$ cat config.mk
export PLATFORM = sky130hd
export DESIGN_NAME = rational_arithmetic_unit_flat
export DESIGN_NICKNAME = d
export VERILOG_FILES = /design/src/sv/rau_pkg.sv /design/src/sv/rau_stream_if.sv /design/src/sv/rau_front.sv /design/src/sv/rau_back.sv /design/src/sv/rational_arithmetic_unit.sv /design/src/flat_wrapper.sv
export VERILOG_INCLUDE_DIRS = /design/src /design/src/sv
export SDC_FILE = /design/constraint.sdc
export NUM_CORES = 2
export LEC_CHECK = 0
export ABC_CLOCK_PERIOD_IN_PS = 17000
export BUFFER_PORTS_ARGS = -buffer_cell sky130_fd_sc_hd__buf_2
export CAP_MARGIN = 30
export CELL_PAD_IN_SITES_DETAIL_PLACEMENT = 0
export CELL_PAD_IN_SITES_GLOBAL_PLACEMENT = 1
export CORE_AREA = 2 2 470 472
export DETAILED_ROUTE_END_ITERATION = 7
export DIE_AREA = 0 0 472 474
export HOLD_SLACK_MARGIN = 0.08
export PLACE_DENSITY = 0.66
export SLEW_MARGIN = 20
export SYNTH_ARGS = -nofsm -noshare
export SYNTH_HDL_FRONTEND = slang
export SYNTH_SLANG_ARGS = --single-unit
$ cat constraint.sdc
create_clock -name clk -period 17 [get_ports clk]
set_input_delay 1.7 -clock clk [delete_from_list [all_inputs] [get_ports clk]]
set_output_delay 1.7 -clock clk [all_outputs]
set_load 0.01 [all_outputs]
$ cat src/sv/rational_arithmetic_unit_assert.svh
// Assertion macros for the rational arithmetic unit
`ifndef RATIONAL_ARITHMETIC_UNIT_ASSERT_SVH
`define RATIONAL_ARITHMETIC_UNIT_ASSERT_SVH

// Implication checked on every clock edge outside reset
`define RAU_ASSERT_IMPL(label, clk, rst_n, ante, cons) \
    label: assert property (@(posedge clk) disable iff (!rst_n) (ante) |-> (cons)) \
        else $error("assertion failed");

// Next-cycle implication checked outside reset
`define RAU_ASSERT_NEXT(label, clk, rst_n, ante, cons) \
    label: assert property (@(posedge clk) disable iff (!rst_n) (ante) |=> (cons)) \
        else $error("assertion failed");

`endif

$ cat src/sv/rau_pkg.sv
// ---------------------------------------------------------------------------
// rau_pkg: shared types and constants
// Field widths, command codes and the queued item record.
// ---------------------------------------------------------------------------
package rau_pkg;

    localparam int OPERAND_BITS = 16;
    localparam int DEN_BITS     = OPERAND_BITS - 1;
    localparam int WORK_BITS    = 2 * OPERAND_BITS + 1;
    localparam int OUT_NUM_BITS = 32;
    localparam int OUT_DEN_BITS = 31;
    localparam int QUEUE_DEPTH  = 2;
    localparam int QUEUE_AW     = 1;

    typedef enum logic [1:0] {
        CMD_ADD = 2'd0,
        CMD_SUB = 2'd1,
        CMD_MUL = 2'd2,
        CMD_CMP = 2'd3
    } command_t;

    typedef struct packed {
        command_t                    command;
        logic signed [OPERAND_BITS-1:0] a_num;
        logic [DEN_BITS-1:0]         a_den;
        logic signed [OPERAND_BITS-1:0] b_num;
        logic [DEN_BITS-1:0]         b_den;
    } in_item_t;

    typedef struct packed {
        logic signed [OUT_NUM_BITS-1:0] result_num;
        logic [OUT_DEN_BITS-1:0]     result_den;
        logic                        is_greater;
    } out_item_t;

    // Classified item passed from front to back
    typedef struct packed {
        in_item_t item;
        logic     bad_den;
    } job_t;

    typedef struct packed {
        logic busy;
        logic out_pending;
    } back_status_t;

endpackage

$ cat src/sv/rau_stream_if.sv
// ---------------------------------------------------------------------------
// rau_in_if / rau_out_if: valid/ready channels
// Input channel carries operands, output channel carries results.
// ---------------------------------------------------------------------------
interface rau_in_if;
    logic             valid;
    logic             ready;
    rau_pkg::in_item_t data;
    modport source (output valid, output data, input ready);
    modport sink   (input valid, input data, output ready);
endinterface

interface rau_out_if;
    logic              valid;
    logic              ready;
    rau_pkg::out_item_t data;
    modport source (output valid, output data, input ready);
    modport sink   (input valid, input data, output ready);
endinterface

$ cat src/sv/rau_front.sv
// ---------------------------------------------------------------------------
// rau_front: intake and queue
// Accepts items, flags zero denominators, and buffers them in a short queue.
// ---------------------------------------------------------------------------
module rau_front (
    input  logic           clk,
    input  logic           rst_n,
    rau_in_if.sink         in_ch,
    output logic           job_valid,
    output rau_pkg::job_t  job,
    input  logic           job_take
);

    rau_pkg::job_t             q_mem [rau_pkg::QUEUE_DEPTH];
    logic [rau_pkg::QUEUE_AW-1:0] wr_ptr_reg, wr_ptr_next, rd_ptr_reg, rd_ptr_next;
    logic [rau_pkg::QUEUE_AW:0]   count_reg, count_next;
    logic push, pop;
    rau_pkg::job_t new_job;

    // classification
    always_comb
    begin
        new_job.item    = in_ch.data;
        new_job.bad_den = (in_ch.data.a_den == '0) || (in_ch.data.b_den == '0);
    end

    assign in_ch.ready = (count_reg != rau_pkg::QUEUE_DEPTH[rau_pkg::QUEUE_AW:0]);
    assign push = in_ch.valid && in_ch.ready;
    assign pop  = job_take && job_valid;
    assign job_valid = (count_reg != '0);
    assign job = q_mem[rd_ptr_reg];

    always_comb
    begin
        wr_ptr_next = push ? wr_ptr_reg + 1'b1 : wr_ptr_reg;
        rd_ptr_next = pop ? rd_ptr_reg + 1'b1 : rd_ptr_reg;
        count_next  = count_reg + {{rau_pkg::QUEUE_AW{1'b0}}, push}
                      - {{rau_pkg::QUEUE_AW{1'b0}}, pop};
    end

    always_ff @(posedge clk)
    begin
        if (push)
        begin
            q_mem[wr_ptr_reg] <= new_job;
        end
    end

    always_ff @(posedge clk or negedge rst_n)
    begin
        if (!rst_n)
        begin
            wr_ptr_reg <= '0;
            rd_ptr_reg <= '0;
            count_reg  <= '0;
        end
        else
        begin
            wr_ptr_reg <= wr_ptr_next;
            rd_ptr_reg <= rd_ptr_next;
            count_reg  <= count_next;
        end
    end

`include "rational_arithmetic_unit_assert.svh"
    `RAU_ASSERT_IMPL(a_no_overflow, clk, rst_n, 1'b1,
        count_reg <= rau_pkg::QUEUE_DEPTH[rau_pkg::QUEUE_AW:0])
    `RAU_ASSERT_NEXT(a_push_counts, clk, rst_n, push && !pop, count_reg == $past(count_reg) + 1'b1)
    `RAU_ASSERT_NEXT(a_pop_counts, clk, rst_n, pop && !push, count_reg == $past(count_reg) - 1'b1)

endmodule

$ cat src/sv/rau_back.sv
// ---------------------------------------------------------------------------
// rau_back: sequenced arithmetic engine
// A shared multiplier and one radix-2 divider serve the steps of each item; idle loads and compares multiply apart.
// ---------------------------------------------------------------------------
module rau_back (
    input  logic                 clk,
    input  logic                 rst_n,
    input  logic                 job_valid,
    input  rau_pkg::job_t        job,
    output logic                 job_take,
    rau_out_if.source            out_ch,
    output rau_pkg::back_status_t status
);

    localparam int W  = rau_pkg::WORK_BITS;
    localparam int CW = $clog2(W + 1);
    localparam int MW = rau_pkg::OPERAND_BITS + 1;

    typedef enum logic [11:0] {
        S_IDLE  = 12'b000000000001,
        S_GCD1  = 12'b000000000010, // gcd(ad,bd)
        S_DIVL  = 12'b000000000100, // ad / g  -> fa, bd / g -> fb
        S_DIVL2 = 12'b000000001000,
        S_MUL1  = 12'b000000010000, // an * fb
        S_MUL2  = 12'b000000100000, // bn * fa
        S_MUL3  = 12'b000001000000, // lcm = ad * fb
        S_GCD2  = 12'b000010000000, // gcd(|n|, d)
        S_RDN   = 12'b000100000000, // |n| / g
        S_RDD   = 12'b001000000000, // d / g
        S_DONE  = 12'b010000000000,
        S_DIVW  = 12'b100000000000  // divider busy
    } state_t;

    state_t state_reg, state_next, ret_reg, ret_next;
    rau_pkg::in_item_t it_reg;
    logic [W-1:0] x_reg, y_reg, fa_reg, fb_reg, d_reg, g_reg;
    logic signed [W:0] n_reg, ta_reg;
    logic neg_reg;
    rau_pkg::out_item_t res_reg;
    logic out_valid_reg;

    // divider: quotient/remainder of dvd_reg / dvs_reg, one bit a cycle
    logic [W-1:0] dvd_reg, dvs_reg, quo_reg, rem_reg;
    logic [CW-1:0] cnt_reg;
    logic [W:0] trial;
    logic div_start;
    logic [W-1:0] div_a, div_b;

    // multiplier operands (17 x 17 signed), product
    logic signed [MW-1:0] mul_a, mul_b;
    logic signed [2*MW-1:0] prod;

    assign prod = mul_a * mul_b;
    assign trial = {rem_reg, dvd_reg[W-1]} - {1'b0, dvs_reg};
    assign job_take = (state_reg == S_IDLE) && !out_valid_reg;
    assign out_ch.valid = out_valid_reg;
    assign out_ch.data = res_reg;
    assign status.busy = (state_reg != S_IDLE);
    assign status.out_pending = out_valid_reg;

    logic [W-1:0] absn;
    assign absn = n_reg[W] ? W'(-n_reg) : n_reg[W-1:0];

    // sequencer
    always_comb
    begin
        state_next = state_reg;
        ret_next   = ret_reg;
        div_start  = 1'b0;
        div_a      = '0;
        div_b      = '1;
        mul_a      = '0;
        mul_b      = '0;
        case (state_reg)
            S_MUL1:
            begin
                mul_a = MW'(it_reg.a_num);
                mul_b = $signed({1'b0, fb_reg[MW-2:0]});
            end
            S_MUL2:
            begin
                mul_a = MW'(it_reg.b_num);
                mul_b = $signed({1'b0, fa_reg[MW-2:0]});
            end
            S_MUL3:
            begin
                mul_a = $signed({2'b00, it_reg.a_den});
                mul_b = $signed({1'b0, fb_reg[MW-2:0]});
            end
            default:
            begin
                mul_a = MW'(it_reg.a_num);
                mul_b = MW'(it_reg.b_num);
            end
        endcase
        case (state_reg)
            S_IDLE:
            begin
                if (job_take && job_valid)
                begin
                    if (job.item.command == rau_pkg::CMD_CMP || job.bad_den)
                        state_next = S_IDLE;
                    else if (job.item.command == rau_pkg::CMD_MUL)
                        state_next = S_MUL3;
                    else
                        state_next = S_GCD1;
                end
            end
            S_GCD1, S_GCD2:
            begin
                if (y_reg != '0)
                begin
                    div_start = 1'b1;
                    div_a = x_reg;
                    div_b = y_reg;
                    ret_next = state_reg;
                    state_next = S_DIVW;
                end
                else
                begin
                    state_next = (state_reg == S_GCD1) ? S_DIVL : S_RDN;
                end
            end
            S_DIVL:
            begin
                div_start = 1'b1; div_a = W'(it_reg.a_den); div_b = g_reg;
                ret_next = S_DIVL; state_next = S_DIVW;
            end
            S_DIVL2:
            begin
                div_start = 1'b1; div_a = W'(it_reg.b_den); div_b = g_reg;
                ret_next = S_DIVL2; state_next = S_DIVW;
            end
            S_MUL1: state_next = S_MUL2;
            S_MUL2: state_next = S_MUL3;
            S_MUL3: state_next = S_GCD2;
            S_RDN:
            begin
                div_start = 1'b1; div_a = absn; div_b = g_reg;
                ret_next = S_RDN; state_next = S_DIVW;
            end
            S_RDD:
            begin
                div_start = 1'b1; div_a = d_reg; div_b = g_reg;
                ret_next = S_RDD; state_next = S_DIVW;
            end
            S_DIVW:
            begin
                if (cnt_reg == '0)
                begin
                    case (ret_reg)
                        S_GCD1: state_next = S_GCD1;
                        S_GCD2: state_next = S_GCD2;
                        S_DIVL: state_next = S_DIVL2;
                        S_DIVL2: state_next = S_MUL1;
                        S_RDN: state_next = S_RDD;
                        default: state_next = S_DONE;
                    endcase
                end
            end
            S_DONE: state_next = S_IDLE;
            default: ;
        endcase
    end

    always_ff @(posedge clk)
    begin
        if (div_start)
        begin
            dvd_reg <= div_a;
            dvs_reg <= div_b;
            rem_reg <= '0;
            quo_reg <= '0;
        end
        else if (state_reg == S_DIVW && cnt_reg != '0)
        begin
            dvd_reg <= {dvd_reg[W-2:0], 1'b0};
            if (!trial[W])
            begin
                rem_reg <= trial[W-1:0];
                quo_reg <= {quo_reg[W-2:0], 1'b1};
            end
            else
            begin
                rem_reg <= {rem_reg[W-2:0], dvd_reg[W-1]};
                quo_reg <= {quo_reg[W-2:0], 1'b0};
            end
        end
        if (state_reg == S_DIVW && cnt_reg == '0)
        begin
            case (ret_reg)
                S_GCD1, S_GCD2:
                begin
                    x_reg <= y_reg;
                    y_reg <= rem_reg;
                    g_reg <= y_reg;
                end
                S_DIVL: fa_reg <= quo_reg;
                S_DIVL2: fb_reg <= quo_reg;
                S_RDN: n_reg <= neg_reg ? -$signed({1'b0, quo_reg}) : $signed({1'b0, quo_reg});
                default: d_reg <= quo_reg;
            endcase
        end
        case (state_reg)
            S_IDLE:
            begin
                // load operands; multiply uses the product of numerators and bd as fb
                it_reg <= job.item;
                x_reg  <= W'(job.item.a_den);
                y_reg  <= W'(job.item.b_den);
                g_reg  <= W'(job.item.a_den);
                fb_reg <= W'(job.item.b_den);
                n_reg  <= (W+1)'($signed(job.item.a_num) * $signed(job.item.b_num));
            end
            S_MUL1: ta_reg <= (W+1)'(prod);
            S_MUL2:
            begin
                n_reg <= (it_reg.command == rau_pkg::CMD_ADD) ? ta_reg + (W+1)'(prod)
                                                              : ta_reg - (W+1)'(prod);
            end
            S_MUL3:
            begin
                d_reg <= W'(prod);
                x_reg <= absn;
                y_reg <= W'(prod);
                neg_reg <= n_reg[W];
            end
            default: ;
        endcase
        if (state_reg == S_DONE)
        begin
            res_reg.is_greater <= 1'b0;
            if (n_reg == '0)
            begin
                res_reg.result_num <= '0;
                res_reg.result_den <= rau_pkg::OUT_DEN_BITS'(1);
            end
            else
            begin
                res_reg.result_num <= rau_pkg::OUT_NUM_BITS'(n_reg);
                res_reg.result_den <= rau_pkg::OUT_DEN_BITS'(d_reg);
            end
        end
        if (state_reg == S_IDLE && job_take && job_valid)
        begin
            if (job.item.command == rau_pkg::CMD_CMP)
            begin
                res_reg.result_num <= '0;
                res_reg.result_den <= '0;
                res_reg.is_greater <=
                    ((W+1)'($signed(job.item.a_num) * $signed({1'b0, job.item.b_den})))
                    > ((W+1)'($signed(job.item.b_num) * $signed({1'b0, job.item.a_den})));
            end
            else if (job.bad_den)
            begin
                res_reg <= '0;
            end
        end
    end

    // control registers
    always_ff @(posedge clk or negedge rst_n)
    begin
        if (!rst_n)
        begin
            state_reg     <= S_IDLE;
            ret_reg       <= S_IDLE;
            cnt_reg       <= '0;
            out_valid_reg <= 1'b0;
        end
        else
        begin
            state_reg <= state_next;
            ret_reg   <= ret_next;
            if (div_start)
                cnt_reg <= CW'(W);
            else if (state_reg == S_DIVW && cnt_reg != '0)
                cnt_reg <= cnt_reg - 1'b1;
            if (out_ch.valid && out_ch.ready)
                out_valid_reg <= 1'b0;
            if (state_reg == S_DONE)
                out_valid_reg <= 1'b1;
            if (state_reg == S_IDLE && job_take && job_valid)
            begin
                if (job.item.command == rau_pkg::CMD_CMP || job.bad_den)
                    out_valid_reg <= 1'b1;
            end
        end
    end

`include "rational_arithmetic_unit_assert.svh"
    `RAU_ASSERT_IMPL(a_take_idle, clk, rst_n, job_take, state_reg == S_IDLE && !out_valid_reg)
    `RAU_ASSERT_NEXT(a_done_valid, clk, rst_n, state_reg == S_DONE, out_valid_reg)
    `RAU_ASSERT_IMPL(a_div_ret, clk, rst_n, state_reg == S_DIVW, ret_reg != S_IDLE)

endmodule

$ cat src/sv/rational_arithmetic_unit.sv
// ---------------------------------------------------------------------------
// rational_arithmetic_unit: fraction add/sub/mul/compare with gcd reduction
// Front intake with a two-entry queue feeding a sequenced arithmetic back end.
// ---------------------------------------------------------------------------
//  channel   dir   payload
//  in_ch     in    command, a_num, a_den, b_num, b_den
//  out_ch    out   result_num, result_den, is_greater
//
// Compare and zero-denominator items are answered in the cycle after the back end takes them.
// Each divide or Euclid step runs on the bit-serial divider: issue, shifts, writeback.
// Add/sub needs two gcds and four divides; multiply needs one gcd and two divides.
// The number of Euclid steps in each gcd depends on the operands.
// The divider is the pacing unit. Reset clears queue pointers and sequencer.
// Output stalls hold the back end; the front keeps queuing up to two items.
module rational_arithmetic_unit (
    input  logic  clk,
    input  logic  rst_n,
    rau_in_if.sink    in_ch,
    rau_out_if.source out_ch
);

    logic          job_valid, job_take;
    rau_pkg::job_t job;
    rau_pkg::back_status_t status;

    rau_front u_front (
        .clk(clk), .rst_n(rst_n), .in_ch(in_ch),
        .job_valid(job_valid), .job(job), .job_take(job_take)
    );

    rau_back u_back (
        .clk(clk), .rst_n(rst_n), .job_valid(job_valid), .job(job),
        .job_take(job_take), .out_ch(out_ch), .status(status)
    );

`include "rational_arithmetic_unit_assert.svh"
    `RAU_ASSERT_IMPL(a_out_from_back, clk, rst_n, out_ch.valid, status.out_pending)
    `RAU_ASSERT_IMPL(a_take_quiet, clk, rst_n, job_take, !status.busy)
    `RAU_ASSERT_NEXT(a_hold_out, clk, rst_n, out_ch.valid && !out_ch.ready, out_ch.valid)

endmodule

$ cat src/flat_wrapper.sv
// flat-port wrapper written by rule: the top's interface ports become plain ports
module rational_arithmetic_unit_flat 
  (clk, rst_n, in_ch_valid, in_ch_data, in_ch_ready, out_ch_valid, out_ch_data, out_ch_ready);
  rau_in_if in_ch_i ();
  rau_out_if out_ch_i ();
  input  logic clk;
  input  logic rst_n;
  input wire logic [$bits(in_ch_i.valid)-1:0] in_ch_valid;
  input wire logic [$bits(in_ch_i.data)-1:0] in_ch_data;
  output wire logic [$bits(in_ch_i.ready)-1:0] in_ch_ready;
  output wire logic [$bits(out_ch_i.valid)-1:0] out_ch_valid;
  output wire logic [$bits(out_ch_i.data)-1:0] out_ch_data;
  input wire logic [$bits(out_ch_i.ready)-1:0] out_ch_ready;
  assign in_ch_i.valid = in_ch_valid;
  assign in_ch_i.data = in_ch_data;
  assign in_ch_ready = in_ch_i.ready;
  assign out_ch_valid = out_ch_i.valid;
  assign out_ch_data = out_ch_i.data;
  assign out_ch_i.ready = out_ch_ready;
  rational_arithmetic_unit u_core (.clk(clk), .rst_n(rst_n), .in_ch(in_ch_i), .out_ch(out_ch_i));
endmodule
# Word level (Yosys, flattened, before mapping)
# Memories as Yosys holds them, arrays and structs flattened.
# Index checks and enable logic that the tools add are counted.
[classes]
n_mux = 56
n_addsub = 10
reduce_logical = 45
mul = 4
eq_ne = 24
order_cmp = 1
[ops]
columns = ["cell", "n"]
rows = [
  ["2-to-1 mux 33 bit", 13],
  ["2-to-1 mux 64 bit", 4],
  ["case mux 33 bit (2 select lines)", 3],
  ["case mux 33 bit (5 select lines)", 1],
  ["2-to-1 mux 34 bit", 4],
  ["multiplier 16 x 16 -> 32 bit", 3],
  ["case mux 12 bit (8 select lines)", 1],
  ["2-to-1 mux 15 bit", 6],
  ["case mux 17 bit (2 select lines)", 2],
  ["case mux 34 bit (2 select lines)", 1],
  ["2-to-1 mux 63 bit", 1],
  ["case mux 12 bit (5 select lines)", 1],
  ["case mux 11 bit (5 select lines)", 1],
  ["2-to-1 mux 12 bit", 4],
  ["adder 34 bit", 1],
  ["logical NOT 34 bit", 1],
  ["multiplier 17 x 17 -> 34 bit", 1],
  ["negation 33 -> 34 bit", 1],
  ["subtractor 34 x 33 -> 34 bit", 1],
  ["subtractor 34 bit", 1],
  ["negation 33 bit", 1],
  ["nonzero test 33 bit", 1],
  ["greater-than comparator 32 bit", 1],
  ["logical NOT 15 bit", 2],
  ["39 further kinds", 84],
]
[word_totals]
inputBits = 68
regBits = 528
memories = 1
ramBits = 130
elab_cells = 171
[mem_list]
columns = ["memory", "words", "word_bits", "read_ports", "rd_ports_with_merged_regs", "write_ports", "line_no", "source"]
rows = [
  ["u_core.u_front.q_mem", 2, 65, 1, 0, 1, "rau_front.sv:14", "rau_pkg::job_t q_mem [rau_pkg::QUEUE_DEPTH];"],
]

# Depth between registers and ports, before layout
[logic_depth]
ltp_word = 7
mapped_depth = 46

# By module
# A second synthesis with hierarchy kept.
[unflattened]
cells_unflattened = 7206
area_unflattened_um2 = 70939.3
[modules_own_cells]
columns = ["mod", "n_inst", "area_per_inst_um2", "cells_each"]
rows = [
  ["rau_back", 1, 65808.1, 6971],
  ["rau_front", 1, 5131.2, 235],
]

# Least setup slack after synthesis
# Ideal clock, no wire load.
[synth_timing]
kind = "register to register"
start = "reg u_core.u_back.state_reg[11]"
end = "reg u_core.u_back.n_reg[33] (data pin)"
setup_time_ps = 259
slack_ps = 6025
path_buffers = 4
path_stages_with_launch = 44
t_required_ps = 16741
synth_period_minus_slack_ps = 10975
t_arrival_ps = 10716
cell_sequence = "dfrtp_1 > nor4_2 > nand2_1 > or4_1 > buf_2 > nor3_1 > clkbuf_1 > a22oi_1 > and2_1 > clkbuf_1 > nor2_1 > fa_1 > inv_1 > fa_1 > fa_1 > fa_1 > inv_1 > fa_1 > [8 not listed] > nor2_1 > xor2_1 > nand2b_1 > or3_1 > or4_1 > o21ai_1 > xnor2_1 > ha_1 > a21o_1 > a21o_1 > a21oi_1 > o31a_1 > o21ai_1 > a21oi_1 > o21bai_1 > a21oi_1 > xnor3_1 > a211o_1"
[synth_between]
elab_chain_len = 7
word_cells_on_any_way = 12
cone_classes = "2 x add/sub; 1 x mul; 4 x eq/ne; 4 x mux; 1 x reduce/logical"
[synth_rtl]
columns = ["item", "line_no", "source"]
rows = [
  ["from (decl)", "rau_back.sv:34", "state_t state_reg, state_next, ret_reg, ret_next;"],
  ["from (signal assigned)", "rau_back.sv:273", "state_reg <= state_next;"],
  ["equality test 12 x 7 -> 1 bit or equality test 12 x 5 -> 1 bit (tied branches)", "rau_back.sv:74", "case (state_reg)"],
  ["OR reduction 2 bit (no line)", "--", ""],
  ["case mux 17 bit (2 select lines)", "rau_back.sv:74", ""],
  ["multiplier 17 x 17 -> 34 bit (*)", "rau_back.sv:53", "assign prod = mul_a * mul_b;"],
  ["via u_core.u_back.prod[15]", "rau_back.sv:51", "logic signed [2*MW-1:0] prod;"],
  ["subtractor 34 bit or adder 34 bit (tied branches)", "rau_back.sv:219, rau_back.sv:218", ""],
  ["2-to-1 mux 34 bit (*)", "rau_back.sv:218", "n_reg <= (it_reg.command == rau_pkg::CMD_ADD) ? ta_reg + (W+1)'(prod)"],
  ["case mux 34 bit (2 select lines) (*)", "rau_back.sv:204", "case (state_reg)"],
  ["to (signal assigned)", "rau_back.sv:200", "S_RDN: n_reg <= neg_reg ? -$signed({1'b0, quo_reg}) : $signed({1'b0, quo_reg});"],
  ["to (signal assigned)", "rau_back.sv:213", "n_reg <= (W+1)'($signed(job.item.a_num) * $signed(job.item.b_num));"],
  ["to (signal assigned)", "rau_back.sv:218", ""],
  ["to (decl)", "rau_back.sv:37", "logic signed [W:0] n_reg, ta_reg;"],
]
# Mark *: on every way through the listed nets, which the timed path passes. The rest lies on a longest branch.
# A chain may end at the register's enable or synchronous reset.

# Worst setup path after layout
[layout_timing]
start = "reg u_core.u_back.state_reg[11]"
end = "reg u_core.u_back.n_reg[33] (data pin)"
[layout_between]
elab_chain_len = 7
word_cells_on_any_way = 12
cone_classes = "2 x add/sub; 1 x mul; 4 x eq/ne; 4 x mux; 1 x reduce/logical"
[layout_rtl]
columns = ["item", "line_no"]
rows = [
  ["equality test 12 x 7 -> 1 bit or equality test 12 x 5 -> 1 bit (tied branches)", "rau_back.sv:74"],
  ["OR reduction 2 bit (no line)", "--"],
  ["case mux 17 bit (2 select lines)", "rau_back.sv:74"],
  ["multiplier 17 x 17 -> 34 bit", "rau_back.sv:53"],
  ["subtractor 34 bit or adder 34 bit (tied branches)", "rau_back.sv:219, rau_back.sv:218"],
  ["2-to-1 mux 34 bit", "rau_back.sv:218"],
  ["case mux 34 bit (2 select lines) (*)", "rau_back.sv:204"],
]
# Every way passes the cells marked *; elsewhere a longest branch is shown, timed or not.

==> impl.org <==
** Worst setup path
- Reg-to-reg slack, setup :: 4.43 ns
- Capturing element of the worst setup path :: u_core.u_back.n_reg[33]
- The startpoint identified for the worst register-to-register timing path is u_core.u_back.state_reg[11].
- CP arrival :: 13.01 ns
- The most numerous cell type found on the critical path is sky130_fd_sc_hd__fa_1.
- Critical path class :: reg2reg
- Largest stage delay on the critical path :: 0.63 ns
- Slowest-stage cell, CP :: sky130_fd_sc_hd__fa_1
- In this run the worst path has a maximum fanout of 17.
- For the worst setup path, the data required time is ~17 ns.
- The endpoint identified for the worst register-to-register timing path is u_core.u_back.n_reg[33].
- STA classifies the critical path endpoint as a register.
- Startpoint class of the critical path :: register
- For the worst flop-to-flop path, the logic depth is 38.
- CP Launch Point :: u_core.u_back.state_reg[11]

** Route
- Vias per Instance :: 5.17
- Total length of routed met2 wires :: between 100000 and 150000 um
- Highest layer used for signal routing :: met5
- In the final routed layout, each cell accounts on average for between 20 and 25 um.
- Across all layers, the routed design uses 52900 vias.
- After detailed routing, the total wire length is 245000 um.
- Detailed-routing iteration count for the pre-antenna-repair pass :: 6
- In the detailed route, the total length drawn on met3 is 17500 um.
- DR DRC count :: 0
- Routed metal-1 wirelength :: 106000 um
- Number of nets with antenna violations after detailed routing :: 0
- Iteration-0 DRC count of the detailed router :: 4717

** Yosys
- Sequential cells were found to cover 26.0% of the synthesized design area.
- For this run, asynchronously set or reset flops after synthesis account for 5.32%.
- Counting flops and latches in the post-synthesis netlist gives 658.
- Post-synth EDFFs :: between 400 and 500
- Synthesized instance count :: between 7000 and 8000
- In the synthesized netlist the dominant register cell turns out to be sky130_fd_sc_hd__edfxtp_1.
- The cell area that synthesis handed to floorplanning was 69600 um^2.
- During synthesis, Yosys emitted a total of 0 warnings.
- Synth Area per Inst :: 9.61 um^2
- After synthesis, the netlist uses 93 different library cells.
- Nets in the synthesized netlist :: 8784

** Finish
- Layout Area Growth over Synthesis :: 10.4%
- The library cells used most frequently in the layout, excluding fill and tap cells, are sky130_fd_sc_hd__inv_1 (1248), sky130_fd_sc_hd__fa_1 (1042), sky130_fd_sc_hd__nand2_1 (1032).
- Final Non-Filler Cells :: slightly above 10000
- Share of cells above drive strength 1 :: 6.80%
- Most frequent standard cell in the layout excluding fill and tap cells :: sky130_fd_sc_hd__inv_1
- Number of flip-flops under the largest register name :: 130
- In the final design database the tool counted 8842 nets.
- Cells fill 35.1% of the core in the end.

** STA
- Number of slew-limit violations in the final report :: 0
- Endpoints failing setup :: 0
- The routed design could run at a clock period as short as 12.57 ns.
- For the final routed database, the setup TNS stands at 0 ns.
- Based on the critical path, the design can be clocked at up to 79.5 MHz.
- Final hold violation count :: 0
- Actual transition at the worst max-transition pin :: between 1 and 1.5 ns
- Setup repair after global routing left no endpoint under its margin.
- Max transition margin :: 26.9%
- Share of the clock period used by the worst path :: 74.0%
- Clk_skew :: 0.0872 ns

** Hold path
- Counting instances, the worst hold path has a depth of 2.
- The worst hold path belongs to the class reg2reg.

** Global routing
- Global route overflow :: 0
- Global-route wire length before repair :: 367000 um
- Number of antenna violations at the first check in global routing :: 7
- Number of global-route vias before repair :: 54600
- Pin count of the biggest net entering global routing :: 95
- Global routing consumed, over all layers together, 22.0% of the routing resources.

** Placed design
- The congestion estimate from routability-driven global placement came to 0.949.
- Buffers on Ports :: 133
- Post-DP HPWL :: just under 200000 um
- After detailed placement, the design holds a cell count of 10100.

** Clock network
- Worst-path clk slew :: 0.06 ns
- In this run, CTS created clock tree buffers numbering 75.
- In this run the number of H-tree levels came out at 3.
- The number of gates resized after CTS was 0.
- Post-cts hold buffer count :: 0
- CTS placed an instance of sky130_fd_sc_hd__clkbuf_16 at the clock tree root.
- Clock tree synthesis found a total of ~660 sinks.
- For the worst-skew pair, the clock arrives at the later sink with an insertion delay of 0.73 ns.
- After clock tree synthesis, the setup repair step added 0 buffers.
- Clock tree from TritonCTS :: built
- Counting along the longest clock path gives a buffer depth of 3.

** Floorplanning
- The floorplan step defined a core boundary enclosing 219000 um^2.
- Row count :: between 150 and 200
- The die is 472 um wide.
- around 130 I/O pins were placed.
- The die is 474 um tall.
- DIE AREA :: 224000 um^2
- The initial utilization of the core area, before any placement, comes to 31.8%.

** Run status
- The run finished with clean final reports.

** Run
- The tool flagged a number of max-cap violations equal to 0.
[routing by layer]
metal | track usage [%] | vias to the layer above
met5 | 0 | -
met4 | 9.72 | 2
met3 | 3.60 | 427
met2 | 34.4 | 1987
met1 | 30.1 | 27100
li1 | - | 23300
[per-stage QoR]
step                      cell area [um^2]  hold WS (ns)  setup slack (ns)
after global routing                 76800         0.487              3.54
final                                76800         0.472              4.43
after global placement               74000         0.456              4.51
after detailed placement             74200         0.462              4.58
after floorplan                      69600         0.406              6.02
after CTS                            76800         0.474              4.55
[logic make-up after synthesis]
family | synth area share (%)
fa+ha+maj | 37.8
compound gates | 9.31
buf+inv | 8.49
simple gates | 13.0
mux | 1.77
xor+xnor | 3.62
flops | 26.0
[Yosys cell counts, drive strengths merged (53+ instances only)]
library cell / n / area, um^2
a21o: 88 / 661
fa: 1042 / 20900
xnor2: 168 / 1470
clkbuf: 270 / 1010
xor2: 117 / 1020
nor3: 53 / 270
mux2i: 115 / 1150
ha: 436 / 5460
nand3: 101 / 505
nand2: 1033 / 3880
a21oi: 211 / 1070
inv: 1253 / 4700
edfxtp: 474 / 14200
o21ai: 299 / 1500
a22o: 84 / 736
nand2b: 56 / 350
dfxtp: 149 / 2980
nor2: 639 / 2400
[critical path: cells and delay by family, from the launching register on]
family / cells / cell delay [ns]
buffers and inverters: 3 / 0.70
adder cells (fa/ha/maj): 8 / 3.74
AND/OR/NAND/NOR: 11 / 3.55
flip-flops: 1 / 0.45
XOR/XNOR: 3 / 1.23
AO/OA/AOI/OAI: 13 / 2.65
[worst min path at each step]
stage / startpoint / to / slack, ns
2_1_floorplan: u_core.u_back.quo_reg[13] / u_core.u_back.fa_reg[13] / 0.41
3_3_place_gp: u_core.u_back.out_ch.data[34] / u_core.u_back.out_ch.data[34] / 0.46
3_5_place_dp: u_core.u_back.out_ch.data[8] / u_core.u_back.out_ch.data[8] / 0.46
4_1_cts: u_core.u_back.out_ch.data[63] / u_core.u_back.out_ch.data[63] / 0.47
5_1_grt: u_core.u_back.out_ch.data[63] / u_core.u_back.out_ch.data[63] / 0.49
6_report: u_core.u_back.out_ch.data[62] / u_core.u_back.out_ch.data[62] / 0.47
[cell type report]
type	count	area, um^2
Antenna cell	1	2.50
Timing Repair Buffer	284	1880
Sequential cell	658	18100
Clock buffer	103	2150
Fill cell	22300	142000
Tap cell	2871	3590
Clock inverter	36	438
Multi-Input combinational cell	5007	45900
Inverter	1270	4770
Power is left out: the tool's default activity adds up to more than one toggle a clock period on the data nets, which glitch-free logic cannot reach.
